`config.mk`:
```
export PLATFORM = sky130hd
export DESIGN_NAME = jet_axis
export DESIGN_NICKNAME = d
export VERILOG_FILES = /design/src/design/julia_escape_time_pixel_defines.svh /design/src/design/jet_pkg.sv /design/src/design/jet_axis.sv
export SDC_FILE = /design/constraint.sdc
export NUM_CORES = 1
export LEC_CHECK = 0
export BUFFER_PORTS_ARGS = -buffer_cell sky130_fd_sc_hd__buf_2
export CELL_PAD_IN_SITES_DETAIL_PLACEMENT = 0
export CELL_PAD_IN_SITES_GLOBAL_PLACEMENT = 1
export CORE_MARGIN = 3
export CORE_UTILIZATION = 50
export DETAILED_ROUTE_END_ITERATION = 8
export PLACE_DENSITY = 0.81
export SETUP_SLACK_MARGIN = 0.4
export SLEW_MARGIN = 20
export SYNTH_ARGS = -nofsm -noshare
export SYNTH_HDL_FRONTEND = slang
export SYNTH_SLANG_ARGS = --single-unit
```
`constraint.sdc`:
```
create_clock -name clk_i -period 8.6 [get_ports clk_i]
set_input_delay 0 -clock clk_i [delete_from_list [all_inputs] [get_ports clk_i]]
set_output_delay 0 -clock clk_i [all_outputs]
set_load 0.03 [all_outputs]
```
`src/design/julia_escape_time_pixel_defines.svh`:
```
// Assertion macros for the Julia escape-time pixel block.
// Used by the top level only; relies on clk_i and rst_ni being in scope.
`ifndef JULIA_ESCAPE_TIME_PIXEL_DEFINES_SVH
`define JULIA_ESCAPE_TIME_PIXEL_DEFINES_SVH

// Property must hold at every clock edge out of reset
`define JET_ASSERT(lbl, prop, msg) \
  lbl: assert property (@(posedge clk_i) disable iff (!rst_ni) (prop)) else $error(msg);

// Antecedent in one cycle implies consequent in the next
`define JET_ASSERT_NEXT(lbl, ante, cons, msg) \
  lbl: assert property (@(posedge clk_i) disable iff (!rst_ni) (ante) |=> (cons)) \
    else $error(msg);

`endif

```
`src/design/jet_pkg.sv`:
```
// Shared types and constants for the Julia escape-time pixel block.
// No dependencies; used by the interfaces, the axis mapper, the cells and the top level.
package jet_pkg;

  // Field widths
  localparam int COL_W   = 10;
  localparam int DIM_W   = 11;
  localparam int SCALE_W = 31;
  localparam int SEED_W  = 32;
  localparam int STEP_W  = 4;
  localparam int CFG_W   = 32;
  localparam int CIDX_W  = 3;

  // Largest code the result field can carry
  localparam int STEP_MAX = 2 ** STEP_W - 1;

  // Fraction bits of the Q4.28 registers
  localparam int REG_FRAC = 28;

  // Register indexes on the configuration port
  typedef enum logic [CIDX_W-1:0] {
    CFG_FRAME_WIDTH  = 3'd0,
    CFG_FRAME_HEIGHT = 3'd1,
    CFG_PLANE_SCALE  = 3'd2,
    CFG_SEED_REAL    = 3'd3,
    CFG_SEED_IMAG    = 3'd4
  } cfg_idx_e;

  // Register reset values
  localparam logic [DIM_W-1:0]          RST_WIDTH  = 11'd64;
  localparam logic [DIM_W-1:0]          RST_HEIGHT = 11'd32;
  localparam logic [SCALE_W-1:0]        RST_SCALE  = 31'd16777216;
  localparam logic signed [SEED_W-1:0]  RST_SEED_RE = -32'sd212064010;
  localparam logic signed [SEED_W-1:0]  RST_SEED_IM = 32'sd40265318;

  // Per-pixel control that moves along the cell chain with the data
  typedef struct packed {
    logic              valid;  // beat present in this stage
    logic              alive;  // not escaped yet
    logic              big;    // last z has a component with magnitude >= 2
    logic [STEP_W-1:0] step;   // escape index, 0 while alive
  } jet_ctl_t;

endpackage

```
`src/design/jet_axis.sv`:
```
// Maps one pixel coordinate onto its axis of the complex plane (two stages).
// Depends on jet_pkg for field widths and the register fraction.
module jet_axis #(
  parameter int FRAC_BITS = 28
) (
  input  logic                          clk_i,
  input  logic                          en_i,
  input  logic [jet_pkg::COL_W-1:0]     pix_i,
  input  logic [jet_pkg::DIM_W-1:0]     size_i,
  input  logic [jet_pkg::SCALE_W-1:0]   scale_i,
  output logic signed [FRAC_BITS+3:0]   z0_o
);

  localparam int ZW     = FRAC_BITS + 4;
  localparam int OFF_W  = jet_pkg::DIM_W + 1;
  localparam int PROD_W = jet_pkg::SCALE_W + 1 + OFF_W;
  // offset is doubled, so the product carries REG_FRAC + 1 fraction bits
  localparam int SRC_FRAC = jet_pkg::REG_FRAC + 1;
  localparam int SH_L   = (FRAC_BITS >= SRC_FRAC) ? FRAC_BITS - SRC_FRAC : 0;
  localparam int SH_R   = (FRAC_BITS >= SRC_FRAC) ? 0 : SRC_FRAC - FRAC_BITS;
  localparam int VW     = PROD_W + SH_L;

  logic signed [OFF_W-1:0]  off;
  logic signed [PROD_W-1:0] prod_d, prod_q;
  logic signed [VW-1:0]     v;
  logic [VW-ZW:0]           hi;
  logic                     fits;
  logic signed [ZW-1:0]     z0_d, z0_q;

  // 2*pix - size, then times scale
  assign off    = $signed({1'b0, pix_i, 1'b0}) - $signed({1'b0, size_i});
  assign prod_d = PROD_W'($signed({1'b0, scale_i})) * PROD_W'(off);

  always_ff @(posedge clk_i) begin
    if (en_i) begin
      prod_q <= prod_d;
    end
  end

  // Align to FRAC_BITS (floor on right shift), saturate to Q4
  assign v    = (VW'(prod_q) <<< SH_L) >>> SH_R;
  assign hi   = v[VW-1:ZW-1];
  assign fits = (&hi) | ~(|hi);
  assign z0_d = fits ? v[ZW-1:0] : {v[VW-1], {(ZW-1){~v[VW-1]}}};

  always_ff @(posedge clk_i) begin
    if (en_i) begin
      z0_q <= z0_d;
    end
  end

  assign z0_o = z0_q;

endmodule

```
==> impl_results.md <==
- Setup bufs post-CTS: 0
- Crit. End Element: flop
- WP data arrival: 7300 ps
- Most used cell, CP: fa_1
- Synth warnings: 0
- Post-synthesis async set-or-reset flop share: 0%
- Final Hold Fails: 0
- Die Area: 31900 sq um
- CP peak stage delay: 520 ps
- Synth-to-Final Area Change: 7.06%
- Core Area: 29000 sq um
- Dominant cell type by area after synthesis: fa_1
- Post-route ant nets: 0
- Fin crit period: 7260 ps
- Syn Std Cell Area: 14900 sq um
- Fmax achieved: 138 MHz
- Clock Tree Buf Depth: 2
- Req. time, crit path: 8640 ps
- WS Path Type: input port to flop
- PortBufs: 85
- WL final: 32900 um
- Synthesized area per cell: 9.11 sq um
- Die Width: 179 um
- Status: completed
- 1st-pass router iterations: 5
- CTS HTree Levels: 3
- Post-Route Skew: 3.58 ps
- Reg clk slew, reported paths: 50 ps
- Via density: 5.18
- Unrepaired setup endpoints after global routing: no
- Hold Path Origin: scale_i[0]
- Fin worst setup slack: 1340 ps
- Max-slew violation count: 0
- # Max-Cap Violations: 0
- Netlist cell types: 47
- Design Area, Final: 15900 sq um
- Sink Count: 75
- Top-count cell post-synth: inv_1
- TritonCTS clock tree: done
- Post-CTS Resized: 0
- Startpoint Class: input port
- Top cell type's share of synthesized area: 39.2%
- Hold Path Class: input port to flop
- Largest net degree at the start of global routing: 76
- Number of global-route vias before repair: 11.4k
- Latest clock arrival within the worst-skew pair: 320 ps
- # hold bufs at CTS: 0
- Root Buffer: clkbuf_16
- Number of flops mapped to enable cells by yosys: 75
- Setup TNS: 0 ps
- Least-Margin Pin Slew: 1040 ps
- Routed WL per cell: 16.1 um
- Inserted Clock Buffers: 9
- Post-DP Area: 15700 sq um
- Hpwl dp: 27100 um
- Total gr overflow: 0
- Row count: 62
- Setup crit start: pix_i[0]
- Final nets: 2128
- Register bit count reported by yosys: 75
- Most frequent cells after synthesis: inv_1, nand2_1, fa_1, ha_1, and2_1
- First-pass GRT wire length: 56700 um
- CP max stage cell: fa_1
- Ports: 86
- Global Route Usage Sum: 22.2%
- Initial core utilization: 51.3%
- Initial antenna violation count: 0
- Drt first-iter violations: 615
- Critical path peak fanout: 16
- Synth top area cells: fa_1, edfxtp_1, ha_1
- Via count: 10.6k
- Layout Utilization: 55.0%
- R2R Path Start: prod_q[35]$_DFFE_PP_
- Post-route clock period utilization: 84.4%
- Final setup fails: 0
- Die height: 179 um
- Syn Inst Count: 1636
- Ant diodes: 0
- Predominant post-synthesis flop cell: edfxtp_1
- DRC: 0
- Worst slew margin: 30.7%
- Routability cong.: 0.843
- Dpl ws: 1010 ps
- Register area share after synthesis: 15.1%
- Layout cells sized above 1: 8.00%
- Mapped Nets: 2106
==> flip-flops by register name (all words and copies together) (netlist names) <==
name / flops
z0_o: 32
prod_q: 43
==> final cells by class <==
| type | instances | area (sq um) |
|---|---|---|
| Clock buffer | 10 | 229 |
| Clock inverter | 6 | 56.3 |
| Fill cell | 2692 | 13100 |
| Inverter | 355 | 1330 |
| Multi-Input combinational cell | 1117 | 11000 |
| Sequential cell | 75 | 2250 |
| Tap cell | 384 | 480 |
| Timing Repair Buffer | 100 | 551 |
==> per-layer routing <==
metal / part of all wire [%] / track usage (%) / vias to the layer above
met5: 0 / 0 / -
met4: 1.4 / 4.09 / 0
met3: 6.5 / 3.62 / 36
met2: 47 / 36.1 / 327
met1: 46 / 32.0 / 5279
li1: - / - / 4961
==> worst max-delay path, delay by kind of cell <==
family	cells	cell delay [ps]
fa+ha+maj	7	3260
simple gates	3	350
buf+inv	4	250
compound gates	14	3060
xor+xnor	1	360
==> placed cells by master (no fill, tap or decap), types with 3 or more instances in the layout <==
cell type  count
inv_1        354
nand2_1      311
fa_1         292
ha_1         124
and2_1        94
buf_2         85
edfxtp_1      75
o21ai_0       54
a21oi_1       46
nor2_1        39
xnor2_1       21
a21o_1        18
xor2_1        16
buf_4         14
nand3_1        9
clkbuf_16      9
o21bai_1       8
nor2b_1        8
o21a_1         6
or2_1          6
and3_1         6
a31oi_1        6
nand4_1        6
xnor2_2        5
xor2_2         4
or2_2          4
nor3_1         4
nor4_1         4
clkinv_2       3
==> stage by stage <==
step / instances / hold slack (ps)
4_1_cts: 2047 / 348
3_5_place_dp: 2031 / 476
5_1_grt: 2047 / 364
3_3_place_gp: 2031 / 475
6_report: 2047 / 343
2_1_floorplan: 1636 / 112
==> cells by family after synthesis <==
kind of cell,after synthesis,synth area share [%]
buffers and inverters,444,11.2
adder cells (fa/ha/maj),416,49.7
AND/OR/NAND/NOR,497,14.9
flip-flops,75,15.1
AO/OA/AOI/OAI,158,6.41
XOR/XNOR,46,2.70
==> worst paths after layout <==
path                          endpoint  slack [ps]  cells after the start
setup / recovery  prod_q[30]$_DFFE_PP_        1340                     29
hold / removal     prod_q[3]$_DFFE_PP_         340                      3
setup reg to reg    z0_o[28]$_DFFE_PP_        5760                      4
hold reg to reg     z0_o[31]$_DFFE_PP_         530                      0
Power is not shown: default switching activity piles up to over one toggle a cycle in this logic, so the estimate is an artifact.
